--- src/convex_polygon_span_rasterizer_top_macros.svh ---
// Assertion helpers shared by the RTL files.
// Each helper expects clk and arst_n in the scope where it is used.
`ifndef CONVEX_POLYGON_SPAN_RASTERIZER_TOP_MACROS_SVH
`define CONVEX_POLYGON_SPAN_RASTERIZER_TOP_MACROS_SVH
// The property is checked at every clock edge outside reset.
`define CPSR_ASSERT(lbl, prop, msg) \
	lbl: assert property (@(posedge clk) disable iff (!arst_n) (prop)) else $error(msg);
// The condition at one edge requires the property at the next edge.
`define CPSR_ASSERT_NEXT(lbl, cond, prop, msg) \
	lbl: assert property (@(posedge clk) disable iff (!arst_n) (cond) |=> (prop)) else $error(msg);
`endif

--- src/cpsr_pkg.sv ---
`timescale 1ns / 1ps
package cpsr_pkg;
	localparam int CW = 16;
	localparam int AW = CW + 4;
	localparam int MHS_W = 10;
	localparam int CF_W = 5;
	localparam int CFG_DW = 10;
	localparam int CFG_IW = 1;

	localparam logic [CFG_IW-1:0] CFG_MAP_HALF_SIZE = 1'd0;
	localparam logic [CFG_IW-1:0] CFG_CELL_FACTOR = 1'd1;

	localparam logic [MHS_W-1:0] MHS_RESET = 10'd70;
	localparam logic [CF_W-1:0] CF_RESET = 5'd5;

	localparam logic [1:0] ERR_NONE = 2'd0;
	localparam logic [1:0] ERR_VERTS = 2'd1;
	localparam logic [1:0] ERR_ROWS = 2'd2;

	typedef struct packed {
		logic signed [CW-1:0] vertex_x;
		logic signed [CW-1:0] vertex_y;
		logic last_vertex;
	} vertex_t;

	typedef struct packed {
		logic signed [CW-1:0] row_y;
		logic signed [CW-1:0] span_start;
		logic signed [CW-1:0] span_end;
		logic visible;
		logic [1:0] error;
		logic last_row;
	} span_t;

	// Unclipped row as the sequencer produces it.
	typedef struct packed {
		logic signed [CW-1:0] row_y;
		logic signed [CW-1:0] x_min;
		logic signed [CW-1:0] x_max;
		logic covered;
		logic [1:0] error;
		logic last_row;
	} raw_row_t;

	typedef enum logic {
		ALU_ADD,
		ALU_SUB
	} alu_op_t;

	typedef enum logic [4:0] {
		ST_IDLE,
		ST_ERR,
		ST_YRD,
		ST_YLO,
		ST_YHI,
		ST_ROWS,
		ST_ERD0,
		ST_ERD1,
		ST_ELD1,
		ST_SDY,
		ST_SADX,
		ST_SADY,
		ST_SMAJ,
		ST_SD,
		ST_SINC,
		ST_WRD,
		ST_WUPD,
		ST_EMRD,
		ST_EMIT
	} seq_state_t;
endpackage

--- src/cpsr_alu.sv ---
`timescale 1ns / 1ps
module cpsr_alu import cpsr_pkg::*; (
	input  logic signed [AW-1:0] a,
	input  logic signed [AW-1:0] b,
	input  alu_op_t              op,
	output logic signed [AW-1:0] res,
	output logic                 neg,
	output logic                 zero
);
	always_comb begin
		unique case (op)
			ALU_ADD: res = a + b;
			ALU_SUB: res = a - b;
		endcase
	end

	assign neg = res[AW-1];
	assign zero = (res == '0);
endmodule

--- src/cpsr_core.sv ---
`timescale 1ns / 1ps
`include "convex_polygon_span_rasterizer_top_macros.svh"
module cpsr_core import cpsr_pkg::*; #(
	parameter int MAXV = 16,
	parameter int MAXR = 64
) (
	input  logic     clk,
	input  logic     arst_n,
	input  logic     vtx_valid,
	output logic     vtx_ready,
	input  vertex_t  vtx,
	output logic     raw_valid,
	input  logic     raw_ready,
	output raw_row_t raw
);
	localparam int VAW = $clog2(MAXV);
	localparam int VCW = $clog2(MAXV + 1);
	localparam int RIW = $clog2(MAXR);
	localparam logic [CW:0] REM_ONE = {{CW{1'b0}}, 1'b1};

	function automatic logic signed [AW-1:0] ext(input logic signed [CW-1:0] v);
		ext = {{(AW-CW){v[CW-1]}}, v};
	endfunction

	seq_state_t state_q, state_d;

	logic [VCW-1:0] cnt_q, n_q, n_m1;
	logic ovf_q;
	logic [VAW-1:0] ei_q, ej;
	logic [RIW-1:0] ri_q, r_q, span_q;
	logic [1:0] err_q;
	logic [MAXR-1:0] touched_q;

	logic signed [CW-1:0] lo_q, hi_q, xc_q, yc_q;
	logic signed [AW-1:0] dx_q, dy_q, lng_q, sht_q, d_q, inch_q;
	logic sx_q, sy_q, xmaj_q;
	logic [CW:0] rem_q;

	logic [2*CW-1:0] vmem [MAXV];
	logic [2*CW-1:0] v_rd_q;
	logic v_re;
	logic [VAW-1:0] v_ra;
	logic signed [CW-1:0] rd_x, rd_y;

	logic [2*CW-1:0] rmem [MAXR];
	logic [2*CW-1:0] r_rd_q, r_wd;
	logic r_re, r_we;
	logic [RIW-1:0] r_ra;
	logic signed [CW-1:0] mem_min, mem_max, new_min, new_max;

	logic signed [AW-1:0] alu_a, alu_b, alu_res;
	alu_op_t alu_op;
	logic alu_neg, alu_zero;

	logic vtx_fire, store_ok, edge_last, rows_bad, walk_done, diag, edge_adv, last_row;
	logic [CW-1:0] row_off;
	logic signed [CW-1:0] x_step, y_step;

	cpsr_alu u_alu (
		.a    (alu_a),
		.b    (alu_b),
		.op   (alu_op),
		.res  (alu_res),
		.neg  (alu_neg),
		.zero (alu_zero)
	);

	assign rd_x = v_rd_q[2*CW-1:CW];
	assign rd_y = v_rd_q[CW-1:0];
	assign mem_min = r_rd_q[2*CW-1:CW];
	assign mem_max = r_rd_q[CW-1:0];

	assign vtx_fire = vtx_valid && vtx_ready;
	assign store_ok = (cnt_q < VCW'(MAXV));
	assign n_m1 = n_q - VCW'(1);
	assign edge_last = (VCW'(ei_q) == n_m1);
	assign ej = edge_last ? '0 : ei_q + VAW'(1);
	assign rows_bad = (alu_res > $signed(AW'(MAXR - 1)));
	assign walk_done = (rem_q == REM_ONE);
	assign diag = !d_q[AW-1];
	assign row_off = yc_q - lo_q;
	assign last_row = (ri_q == span_q);
	assign edge_adv = ((state_q == ST_SDY) && alu_zero) || ((state_q == ST_WUPD) && walk_done);

	// A diagonal step moves both axes; otherwise only the major axis moves.
	assign x_step = (diag || xmaj_q) ? (sx_q ? '1 : CW'(1)) : '0;
	assign y_step = (diag || !xmaj_q) ? (sy_q ? '1 : CW'(1)) : '0;

	// A row not yet touched in this polygon takes the point as both ends.
	assign new_min = (!touched_q[r_q] || (xc_q < mem_min)) ? xc_q : mem_min;
	assign new_max = (!touched_q[r_q] || (xc_q > mem_max)) ? xc_q : mem_max;

	always_comb begin
		state_d = state_q;
		unique case (state_q)
			ST_IDLE: begin
				if (vtx_fire && vtx.last_vertex) begin
					state_d = (ovf_q || !store_ok) ? ST_ERR : ST_YRD;
				end
			end
			ST_ERR: begin
				if (raw_ready) begin
					state_d = ST_IDLE;
				end
			end
			ST_YRD: state_d = ST_YLO;
			ST_YLO: state_d = ST_YHI;
			ST_YHI: state_d = edge_last ? ST_ROWS : ST_YRD;
			ST_ROWS: state_d = rows_bad ? ST_ERR : ST_ERD0;
			ST_ERD0: state_d = ST_ERD1;
			ST_ERD1: state_d = ST_ELD1;
			ST_ELD1: state_d = ST_SDY;
			ST_SDY: begin
				if (alu_zero) begin
					state_d = edge_last ? ST_EMRD : ST_ERD0;
				end else begin
					state_d = ST_SADX;
				end
			end
			ST_SADX: state_d = ST_SADY;
			ST_SADY: state_d = ST_SMAJ;
			ST_SMAJ: state_d = ST_SD;
			ST_SD: state_d = ST_SINC;
			ST_SINC: state_d = ST_WRD;
			ST_WRD: state_d = ST_WUPD;
			ST_WUPD: begin
				if (walk_done) begin
					state_d = edge_last ? ST_EMRD : ST_ERD0;
				end else begin
					state_d = ST_WRD;
				end
			end
			ST_EMRD: state_d = ST_EMIT;
			ST_EMIT: begin
				if (raw_ready) begin
					state_d = last_row ? ST_IDLE : ST_EMRD;
				end
			end
			default: state_d = ST_IDLE;
		endcase
	end

	always_comb begin
		vtx_ready = 1'b0;
		raw_valid = 1'b0;
		raw = '0;
		v_re = 1'b0;
		v_ra = ei_q;
		r_re = 1'b0;
		r_ra = ri_q;
		r_we = 1'b0;
		r_wd = {new_min, new_max};
		alu_a = '0;
		alu_b = '0;
		alu_op = ALU_SUB;
		unique case (state_q)
			ST_IDLE: vtx_ready = 1'b1;
			ST_ERR: begin
				raw_valid = 1'b1;
				raw.error = err_q;
				raw.last_row = 1'b1;
			end
			ST_YRD: v_re = 1'b1;
			ST_YLO: begin
				alu_a = ext(rd_y);
				alu_b = ext(lo_q);
			end
			ST_YHI: begin
				alu_a = ext(hi_q);
				alu_b = ext(rd_y);
			end
			ST_ROWS: begin
				alu_a = ext(hi_q);
				alu_b = ext(lo_q);
			end
			ST_ERD0: v_re = 1'b1;
			ST_ERD1: begin
				v_re = 1'b1;
				v_ra = ej;
			end
			ST_ELD1: begin
				alu_a = ext(rd_x);
				alu_b = ext(xc_q);
			end
			ST_SDY: begin
				alu_a = ext(rd_y);
				alu_b = ext(yc_q);
			end
			ST_SADX: alu_b = dx_q;
			ST_SADY: alu_b = dy_q;
			ST_SMAJ: begin
				alu_a = dx_q;
				alu_b = dy_q;
			end
			ST_SD: begin
				alu_a = sht_q <<< 1;
				alu_b = lng_q;
			end
			ST_SINC: begin
				alu_a = sht_q <<< 1;
				alu_b = lng_q <<< 1;
			end
			ST_WRD: begin
				r_re = 1'b1;
				r_ra = row_off[RIW-1:0];
			end
			ST_WUPD: begin
				r_we = 1'b1;
				alu_op = ALU_ADD;
				alu_a = d_q;
				alu_b = diag ? inch_q : (sht_q <<< 1);
			end
			ST_EMRD: r_re = 1'b1;
			ST_EMIT: begin
				raw_valid = 1'b1;
				alu_op = ALU_ADD;
				alu_a = ext(lo_q);
				alu_b = {{(AW-RIW){1'b0}}, ri_q};
				raw.row_y = alu_res[CW-1:0];
				raw.x_min = mem_min;
				raw.x_max = mem_max;
				raw.covered = touched_q[ri_q];
				raw.error = ERR_NONE;
				raw.last_row = last_row;
			end
			default: ;
		endcase
	end

	always_ff @(posedge clk or negedge arst_n) begin
		if (!arst_n) begin
			state_q <= ST_IDLE;
			cnt_q <= '0;
			ovf_q <= 1'b0;
			n_q <= '0;
			ei_q <= '0;
			ri_q <= '0;
			err_q <= ERR_NONE;
			touched_q <= '0;
		end else begin
			state_q <= state_d;
			unique case (state_q)
				ST_IDLE: begin
					if (vtx_fire) begin
						if (vtx.last_vertex) begin
							cnt_q <= '0;
							ovf_q <= 1'b0;
							n_q <= store_ok ? cnt_q + VCW'(1) : cnt_q;
							ei_q <= '0;
							err_q <= ERR_VERTS;
						end else if (store_ok) begin
							cnt_q <= cnt_q + VCW'(1);
						end else begin
							ovf_q <= 1'b1;
						end
					end
				end
				ST_YHI: ei_q <= edge_last ? '0 : ei_q + VAW'(1);
				ST_ROWS: begin
					if (rows_bad) begin
						err_q <= ERR_ROWS;
					end else begin
						touched_q <= '0;
					end
				end
				ST_WUPD: touched_q[r_q] <= 1'b1;
				ST_EMIT: begin
					if (raw_ready && !last_row) begin
						ri_q <= ri_q + RIW'(1);
					end
				end
				default: ;
			endcase
			if (edge_adv) begin
				if (edge_last) begin
					ri_q <= '0;
				end else begin
					ei_q <= ei_q + VAW'(1);
				end
			end
		end
	end

	always_ff @(posedge clk) begin
		unique case (state_q)
			ST_YLO: begin
				if (ei_q == '0 || alu_neg) begin
					lo_q <= rd_y;
				end
			end
			ST_YHI: begin
				if (ei_q == '0 || alu_neg) begin
					hi_q <= rd_y;
				end
			end
			ST_ROWS: span_q <= alu_res[RIW-1:0];
			ST_ERD1: begin
				xc_q <= rd_x;
				yc_q <= rd_y;
			end
			ST_ELD1: dx_q <= alu_res;
			ST_SDY: dy_q <= alu_res;
			ST_SADX: begin
				sx_q <= dx_q[AW-1];
				if (dx_q[AW-1]) begin
					dx_q <= alu_res;
				end
			end
			ST_SADY: begin
				sy_q <= dy_q[AW-1];
				if (dy_q[AW-1]) begin
					dy_q <= alu_res;
				end
			end
			ST_SMAJ: begin
				xmaj_q <= !alu_neg;
				lng_q <= alu_neg ? dy_q : dx_q;
				sht_q <= alu_neg ? dx_q : dy_q;
			end
			ST_SD: d_q <= alu_res;
			ST_SINC: begin
				inch_q <= alu_res;
				rem_q <= lng_q[CW:0] + REM_ONE;
			end
			ST_WRD: r_q <= row_off[RIW-1:0];
			ST_WUPD: begin
				if (!walk_done) begin
					d_q <= alu_res;
					xc_q <= xc_q + x_step;
					yc_q <= yc_q + y_step;
					rem_q <= rem_q - REM_ONE;
				end
			end
			default: ;
		endcase
	end

	always_ff @(posedge clk) begin
		if (vtx_fire && store_ok) begin
			vmem[cnt_q[VAW-1:0]] <= {vtx.vertex_x, vtx.vertex_y};
		end
		if (v_re) begin
			v_rd_q <= vmem[v_ra];
		end
	end

	always_ff @(posedge clk) begin
		if (r_we) begin
			rmem[r_q] <= r_wd;
		end
		if (r_re) begin
			r_rd_q <= rmem[r_ra];
		end
	end

	`CPSR_ASSERT(a_cnt_range, cnt_q <= VCW'(MAXV), "vertex count beyond store depth")
	`CPSR_ASSERT(a_err_last, (raw_valid && raw.error != ERR_NONE) |-> raw.last_row, "error row not last")
	`CPSR_ASSERT(a_walk_rem, (state_q == ST_WUPD) |-> (rem_q != '0), "edge walk ran past its end")
	`CPSR_ASSERT_NEXT(a_last_clears, vtx_fire && vtx.last_vertex, (cnt_q == '0) && !ovf_q, "vertex count not cleared")
	`CPSR_ASSERT_NEXT(a_busy_hold, state_q != ST_IDLE, $stable(cnt_q), "vertex count moved while busy")
endmodule

--- src/convex_polygon_span_rasterizer_top.sv ---
`timescale 1ns / 1ps
// Channel   Direction  Handshake                      Beat
// vertex    in         vertex_valid / vertex_ready    vertex_t: x, y, last_vertex
// span      out        span_valid / span_ready        span_t: one row, or one error
// cfg       in         cfg_we, cfg_index, cfg_data    map_half_size (0), cell_factor (1)
//
// A vertex without last_vertex is taken while idle; the final vertex starts the sequencer.
// Sequencer: a pass over the vertices for the y range, a check of the row count, then per
// edge a read of both ends, a setup if it is not horizontal and a walk over its Bresenham
// points (max(|dx|,|dy|)+1 of them), then a beat per row emitted, or one error beat. Reset
// clears the sequencer, the vertex count and the registers (70, 5).
// The last span beat of a polygon can wait in the output register while the next one loads.
`include "convex_polygon_span_rasterizer_top_macros.svh"
module convex_polygon_span_rasterizer_top import cpsr_pkg::*; #(
	parameter int MAX_VERTICES = 16,
	parameter int MAX_ROWS = 64
) (
	input  logic              clk,
	input  logic              arst_n,
	input  logic              cfg_we,
	input  logic [CFG_IW-1:0] cfg_index,
	input  logic [CFG_DW-1:0] cfg_data,
	input  logic              vertex_valid,
	output logic              vertex_ready,
	input  vertex_t           vertex,
	output logic              span_valid,
	input  logic              span_ready,
	output span_t             span
);
	logic [MHS_W-1:0] mhs_q;
	logic [CF_W-1:0] cf_q;
	logic [CW-1:0] w_sum;
	logic signed [CW:0] w_q, nw, ry_e, s_e, e_e, s_c, e_c;

	logic raw_valid, raw_ready, in_win, vis;
	raw_row_t raw;
	span_t span_d, span_q;
	logic span_valid_q;

	cpsr_core #(
		.MAXV (MAX_VERTICES),
		.MAXR (MAX_ROWS)
	) u_core (
		.clk       (clk),
		.arst_n    (arst_n),
		.vtx_valid (vertex_valid),
		.vtx_ready (vertex_ready),
		.vtx       (vertex),
		.raw_valid (raw_valid),
		.raw_ready (raw_ready),
		.raw       (raw)
	);

	always_ff @(posedge clk or negedge arst_n) begin
		if (!arst_n) begin
			mhs_q <= MHS_RESET;
			cf_q <= CF_RESET;
		end else if (cfg_we) begin
			unique case (cfg_index)
				CFG_MAP_HALF_SIZE: mhs_q <= cfg_data[MHS_W-1:0];
				CFG_CELL_FACTOR: cf_q <= cfg_data[CF_W-1:0];
			endcase
		end
	end

	// Window half width; a zero cell factor gives -1, which hides every row.
	assign w_sum = CW'(cf_q) * CW'(mhs_q) + CW'(cf_q);

	always_ff @(posedge clk) begin
		w_q <= $signed({1'b0, w_sum}) - $signed((CW+1)'(1));
	end

	assign nw = -w_q;
	assign ry_e = {raw.row_y[CW-1], raw.row_y};
	assign s_e = {raw.x_min[CW-1], raw.x_min};
	assign e_e = {raw.x_max[CW-1], raw.x_max};
	assign in_win = (ry_e >= nw) && (ry_e <= w_q);
	assign s_c = (s_e < nw) ? nw : s_e;
	assign e_c = (e_e > w_q) ? w_q : e_e;
	assign vis = raw.covered && (raw.error == ERR_NONE) && in_win && (s_c <= e_c);

	always_comb begin
		span_d.row_y = raw.row_y;
		span_d.span_start = vis ? s_c[CW-1:0] : '0;
		span_d.span_end = vis ? e_c[CW-1:0] : '0;
		span_d.visible = vis;
		span_d.error = raw.error;
		span_d.last_row = raw.last_row;
	end

	assign raw_ready = !span_valid_q || span_ready;

	always_ff @(posedge clk or negedge arst_n) begin
		if (!arst_n) begin
			span_valid_q <= 1'b0;
		end else if (raw_ready) begin
			span_valid_q <= raw_valid;
		end
	end

	always_ff @(posedge clk) begin
		if (raw_valid && raw_ready) begin
			span_q <= span_d;
		end
	end

	assign span_valid = span_valid_q;
	assign span = span_q;

	`CPSR_ASSERT(a_vis_order, (span_valid_q && span_q.visible) |-> (span_q.span_start <= span_q.span_end), "visible span reversed")
	`CPSR_ASSERT(a_hidden_zero, (span_valid_q && !span_q.visible) |-> (span_q.span_start == '0 && span_q.span_end == '0), "hidden span not zero")
	`CPSR_ASSERT(a_err_final, (span_valid_q && span_q.error != ERR_NONE) |-> (span_q.last_row && !span_q.visible), "error beat malformed")
endmodule
--- config.mk ---
export PLATFORM = sky130hd
export DESIGN_NAME = convex_polygon_span_rasterizer_top
export DESIGN_NICKNAME = d
export VERILOG_FILES = /design/src/cpsr_pkg.sv /design/src/cpsr_alu.sv /design/src/cpsr_core.sv /design/src/convex_polygon_span_rasterizer_top.sv
export VERILOG_INCLUDE_DIRS = /design/src /design/src/src
export SDC_FILE = /design/constraint.sdc
export NUM_CORES = 2
export LEC_CHECK = 0
export BUFFER_PORTS_ARGS = -buffer_cell sky130_fd_sc_hd__buf_2
export CORE_MARGIN = 10
export CORE_UTILIZATION = 38
export CTS_CLUSTER_DIAMETER = 30
export DETAILED_ROUTE_END_ITERATION = 12
export SLEW_MARGIN = 30
export SYNTH_ARGS = -nofsm -noshare
export SYNTH_HDL_FRONTEND = slang
export SYNTH_SLANG_ARGS = --single-unit
--- constraint.sdc ---
create_clock -name clk -period 6.37 [get_ports clk]
set_clock_uncertainty 0.05 [all_clocks]
set_input_delay 1.274 -clock clk [delete_from_list [all_inputs] [get_ports clk]]
set_output_delay 1.274 -clock clk [all_outputs]
set_load 0.05 [all_outputs]
== After elaboration in Yosys (flattened, before gate mapping) ==
Memories as Yosys holds them, arrays and structs flattened. A register that Yosys moved wholly into a read port is not among the register bits.
Index checks and enable logic that the tools add are counted.

* Add/subtract/negate cells: 14
* $mul: 1
* Div/mod/pow operators: 0
* $lt $le $gt $ge: 12
* Eq/ne operators: 32
* Shift-type cells: 0
* Multiplexer cells: 77
* Bitwise logic cells: 2
* Reduce and logical (&&, ||, !) cells: 62

{| class="wikitable"
|+ Operators with widths
! cell !! number
|-
| one-hot mux 20 bit (10 select lines) || 1
|-
| one-hot mux 20 bit (2 select lines) || 4
|-
| one-hot mux 20 bit (7 select lines) || 1
|-
| two-way mux 16 bit || 8
|-
| one-hot mux 64 bit (2 select lines) || 1
|-
| two-way mux 20 bit || 5
|-
| one-hot mux 5 bit (19 select lines) || 1
|-
| two-way mux 64 bit || 1
|-
| OR 64 bit || 1
|-
| one-hot mux 16 bit (2 select lines) || 2
|-
| two-way mux 17 bit || 3
|-
| two-way mux 49 bit || 1
|-
| two-way mux 5 bit || 9
|-
| equality test 5 x 4 -> 1 bit, second input constant || 8
|-
| one-hot mux 17 bit (2 select lines) || 1
|-
| adder 16 bit || 2
|-
| two-way mux 6 bit || 5
|-
| two-way mux 4 bit || 6
|-
| AND reduction 2 bit || 11
|-
| adder 20 bit || 1
|-
| equality test 5 x 3 -> 1 bit, second input constant || 4
|-
| greater-than comparator 20 x 7 -> 1 bit, second input constant || 1
|-
| logical NOT 20 bit || 1
|-
| subtractor 20 bit || 1
|-
| 50 further kinds || 121
|}

* Register bits: 392
* Bits in latches: 0
* Memory bits (writable): 2560
* Bits in read-only memories: 0
* Bits of input ports: 49
* Logic and storage cells: 238
* Memories kept: 2

{| class="wikitable"
|+ Memory list
! name !! words !! bits a word !! rd ports !! clocked after memory_dff !! wr ports !! line !! RTL
|-
| u_core.rmem || 64 || 32 || 1 || 1 || 1 || cpsr_core.sv:45 || <nowiki>logic [2*CW-1:0] rmem [MAXR];</nowiki>
|-
| u_core.vmem || 16 || 32 || 1 || 1 || 1 || cpsr_core.sv:39 || <nowiki>logic [2*CW-1:0] vmem [MAXV];</nowiki>
|}

== Depth between registers and ports, before layout ==
* Depth after elaboration: 10
* Gate-level depth with buffers: 31
* Gate-level depth less buffers: 26

== Hierarchy ==
A second synthesis with hierarchy kept.

* Cells, all modules: 7445
* Area total of the unflattened synthesis: 127786.3 µm²

{| class="wikitable"
|+ By module, submodules not included
! module !! times used !! cells an instance !! area each (µm²)
|-
| cpsr_core || 1 || 6407 || 118267.2
|-
| convex_polygon_span_rasterizer_top || 1 || 834 || 8141.6
|-
| cpsr_alu || 1 || 204 || 1377.6
|}

== Worst setup path before layout ==
OpenSTA, ideal clock, no wires.

* Path type: register to register
* Start point: register u_core.state_q[1]
* End point: register u_core.lo_q[0] (enable)
* Data arrival time: 6.282 ns
* Data required time: 5.907 ns
* Setup slack: -0.375 ns
* Cell stages (with the launch flop): 20
* Path buffers: 5
* Path through: dfrtp_1 buf_4 or2_2 buf_2 nor2_1 clkbuf_1 clkbuf_1 a22oi_1 nand3_1 ha_1 a21oi_1 o21ai_0 o41ai_1 a21oi_1 a21oi_1 o21bai_1 xnor2_2 clkbuf_1 a21oi_1 nor3b_1

* Longest elaborated chain between the ends: 7

{| class="wikitable"
|+ Ends and longest elaborated chain
! element !! line !! RTL
|-
| start, declared || cpsr_core.sv:25 || <nowiki>seq_state_t state_q, state_d;</nowiki>
|-
| start signal, assigned || cpsr_core.sv:241 || <nowiki>state_q <= state_d;</nowiki>
|-
| equality test 5 x 4 -> 1 bit, or another cell as far along || cpsr_core.sv:156 || <nowiki>unique case (state_q)</nowiki>
|-
| OR reduction 2 bit (no line) || n/a ||
|-
| one-hot mux 20 bit (10 select lines) or one-hot mux 20 bit (7 select lines) (tied branches) || cpsr_core.sv:156 ||
|-
| subtractor 20 bit or adder 20 bit (tied branches) || cpsr_alu.sv:13, cpsr_alu.sv:12 ||
|-
| one-hot mux 20 bit (2 select lines) || cpsr_alu.sv:11 || <nowiki>unique case (op)</nowiki>
|-
| logical OR 1 bit || cpsr_core.sv:287 || <nowiki>if (ei_q == '0 || alu_neg) begin</nowiki>
|-
| AND reduction 2 bit (no line) (*) || n/a ||
|-
| end signal, assigned || cpsr_core.sv:288 || <nowiki>lo_q <= rd_y;</nowiki>
|-
| end, declared || cpsr_core.sv:34 || <nowiki>logic signed [CW-1:0] lo_q, hi_q, xc_q, yc_q;</nowiki>
|}

Every way passes the cells marked *; elsewhere a longest branch is shown, timed or not.
A chain may end at the register's enable or synchronous reset.

==> results.cfg <==
[critical_path]
cp.required_ns = 7.03
crit_path_top_delay_cell = a222oi_1
critical_path_class = reg2reg
arrival_ns = 6.80
end_kind = flop
worstPathMaxFanout = 33
crit_path_frequent_cell = buf_4
critPathLaunchType = flop
path_buf_inv = 5
path_delay_family = simple AND/OR/NAND/NOR gates
max_stage_delay_ns = 0.48

[final_layout]
layout-drive-gt1-share_pct = 16.3
final_nets = 11200
multi_input_area_sq_mm = 0.0377
syn_to_final_growth_pct = 22.9
fillerInstances = 29600
regArea_sq_mm = 0.0899
final_core_util_pct = 46.9

[floorplan]
die_x_microns = 605
die_area_sq_mm = 0.365
die_h_microns = 605
fp-row-count = 214
io_pins = 103
core_area_sq_mm = 0.340
initial_utilization_pct = 38.2

[timing]
layout_setup_ws_ns = 0.237
tns_ns = 0
final_hold_viol_count = 0
fmax_mhz = 163
tightest_slew_ns = 1.02
drv_slew = 0
relSlewSlack_pct = 31.8
period_needed_ns = 6.13
grt_setup_unrepaired = yes
setup_violations = 0
min_period_over_period_pct = 96.3

[routing]
wl_met1_microns = 170000
drc_errors = 0
wl_met3_microns = 36900
num_vias = 90100
dr.max_layer_used = met5
dr_wl_met2_microns = 185000
firstDrtPassIters = 8
antenna_left = 0
first_iter_violations = 10900
viasPerCell = 5.67
wl_per_cell_microns = 25.6
wl_microns = 407000

[placed_design]
dp_hpwl_microns = 251000
place_congestion = 0.931
portBuffers = 102
place_worst_setup_slack_ns = -0.123

[yosys]
yosysWarnings = 0
synthesis.area_sq_mm = 0.130
synthSimpleGateAreaFrac_pct = 14.1
synth_top_family_by_area = simple AND/OR/NAND/NOR gates
synth.distinct_cells = 88
ys_seq_area_share_pct = 69.2
syn_inst = 10300
yosys_most_used_dff = edfxtp_1
yosysTopAreaCell = edfxtp_1
synth-edff-count = 2891
synth_compound_area_share_pct = 9.36
netlist.area_leader.share_pct = 66.9
yosys-mux-area-fraction_pct = 1.23
synth.avg_cell_area_sq_um = 12.6
synthArstFlopShare_pct = 3.58
ys_top_cells_by_count = edfxtp_1 (2891), nand2_1 (2648), clkbuf_1 (609), nand3_1 (590), a311oi_1 (449)
ys_ff_latch = 3016
synthTopCellsByArea = edfxtp_1 (67%), nand2_1 (7.7%), a311oi_1 (3.0%)
synth_xor_area_share_pct = 0.849
synthAdderAreaFrac_pct = 2.68
synth_most_common_cell = edfxtp_1
synth_fp_nets = 10600

[cts]
cts_buffer_depth = 4
numClockSinks = 3016
cts-buffers-inserted = 561
clockRootBuffer = clkbuf_16
postCtsHoldBufs = 0
clock_latency_ns = 1.02
cts_tree = built
clkTransAtPathRegs_ns = 0.05
cts_max_level = 6

[global_routing]
track_usage_pct = 21.4
grt-ovfl-total = 0
grt_pass1_vias = 88200
grt_pass1_wl_microns = 596000
grt_max_degree = 96
antenna_found_initial = 36

[power_and_ir_drop]
cellLeakagePower_uw = 0.0573
ir_drop_mv = 0.684
p_per_area_mw_per_mm2 = 510

[min_path]
holdCritPathClass = in2async

[run_status]
status = complete, no violations

[run]
maxCapViolCount = 0
[registers in the layout, summed over array words and instances, names as in the netlist, 20 cells and up]
register	count
u_core.lng_q	20
u_core.inch_q	20
u_core.r_rd_q	32
span	52
u_core.dy_q	20
u_core.v_rd_q	32
u_core.dx_q	20
u_core.rmem	2048
u_core.touched_q	64
u_core.d_q	20
u_core.vmem	512
[cell families after synthesis]
family / count (synthesis)
simple gates: 4201
flops: 3016
compound gates: 1683
buf+inv: 868
fa+ha+maj: 258
mux: 139
xor+xnor: 125
[metrics by stage]
step	power [uW]	hold WS, ns	instances	area [sq um]
after global routing	85000	0.276	15900	160000
after detailed placement	51600	0.412	14900	140000
after floorplan	40000	0.391	10300	130000
final	81400	0.252	15900	160000
after global placement	51300	0.416	14900	140000
after CTS	81200	0.225	15900	159000
[area by class of cell]
cell class	instances	share of cell area, %
diodes	10	0.0157
repair buffers	748	4.18
inverters	188	0.442
clock inverters	345	2.64
multi-input cells	6406	23.6
clock buffers	662	9.21
flip-flops and latches	3016	56.3
well taps	4536	3.56
[routing by layer]
metal | global-route usage, % | vias up
li1 | - | 39800
met1 | 29.6 | 45200
met2 | 33.7 | 4262
met3 | 4.40 | 871
met5 | 0 | -
met4 | 7.58 | 10
[power breakdown]
group	total, uW	internal [uW]	switching [uW]
clock network	29500	19300	10100
registers	25300	24400	929
logic	26600	9630	17000
[cells in the final DEF, fill, tap and decap left out, types with 34 or more instances in the layout]
cell and n:
edfxtp_1 2891, nand2_1 2645, nand3_1 590, clkbuf_16 572, buf_4 548, a311oi_1 449
and3_1 293, a21oi_1 283, a211oi_1 261, ha_1 224, a31oi_1 202, nor2_1 190
inv_1 186, buf_2 101, dfrtp_1 99, o21a_1 95, clkbuf_1 85, nor2_4 81
clkinv_2 81, and2_0 80, o21ai_0 77, buf_12 77, xnor2_1 76, clkinv_1 70
bufinv_16 69, mux2i_1 67, and2_1 65, a22oi_1 50, mux2_2 50, nor3_1 49
xor2_1 48, nor2b_1 46, o22ai_1 41, clkinvlp_4 35, a21o_1 34, fa_1 34
inv_6 34
[path summary, 6_finish.rpt]
check                                         end  cells after the start              start  slack [ns]
worst max-delay path                     span[13]                     25  u_core.state_q[1]        0.24
worst min-delay path                     mhs_q[7]                      1             arst_n        0.25
worst max register to register           span[13]                     25  u_core.state_q[1]        0.24
worst min register to register    u_core.err_q[1]                      1    u_core.err_q[1]        0.44
max in group asynchronous       u_core.state_q[2]                      2             arst_n        4.88
min in group clk                  u_core.err_q[1]                      1    u_core.err_q[1]        0.44
[timing repair]
action | 4_1_cts | 5_1_grt
cloned | 0 | 0
buffers inserted | 0 | 1
resized for setup | 4 | 42
pin swaps | 0 | 5
endpoints found under the setup margin | 78 | 146
Power figures use the tool's default switching activity.
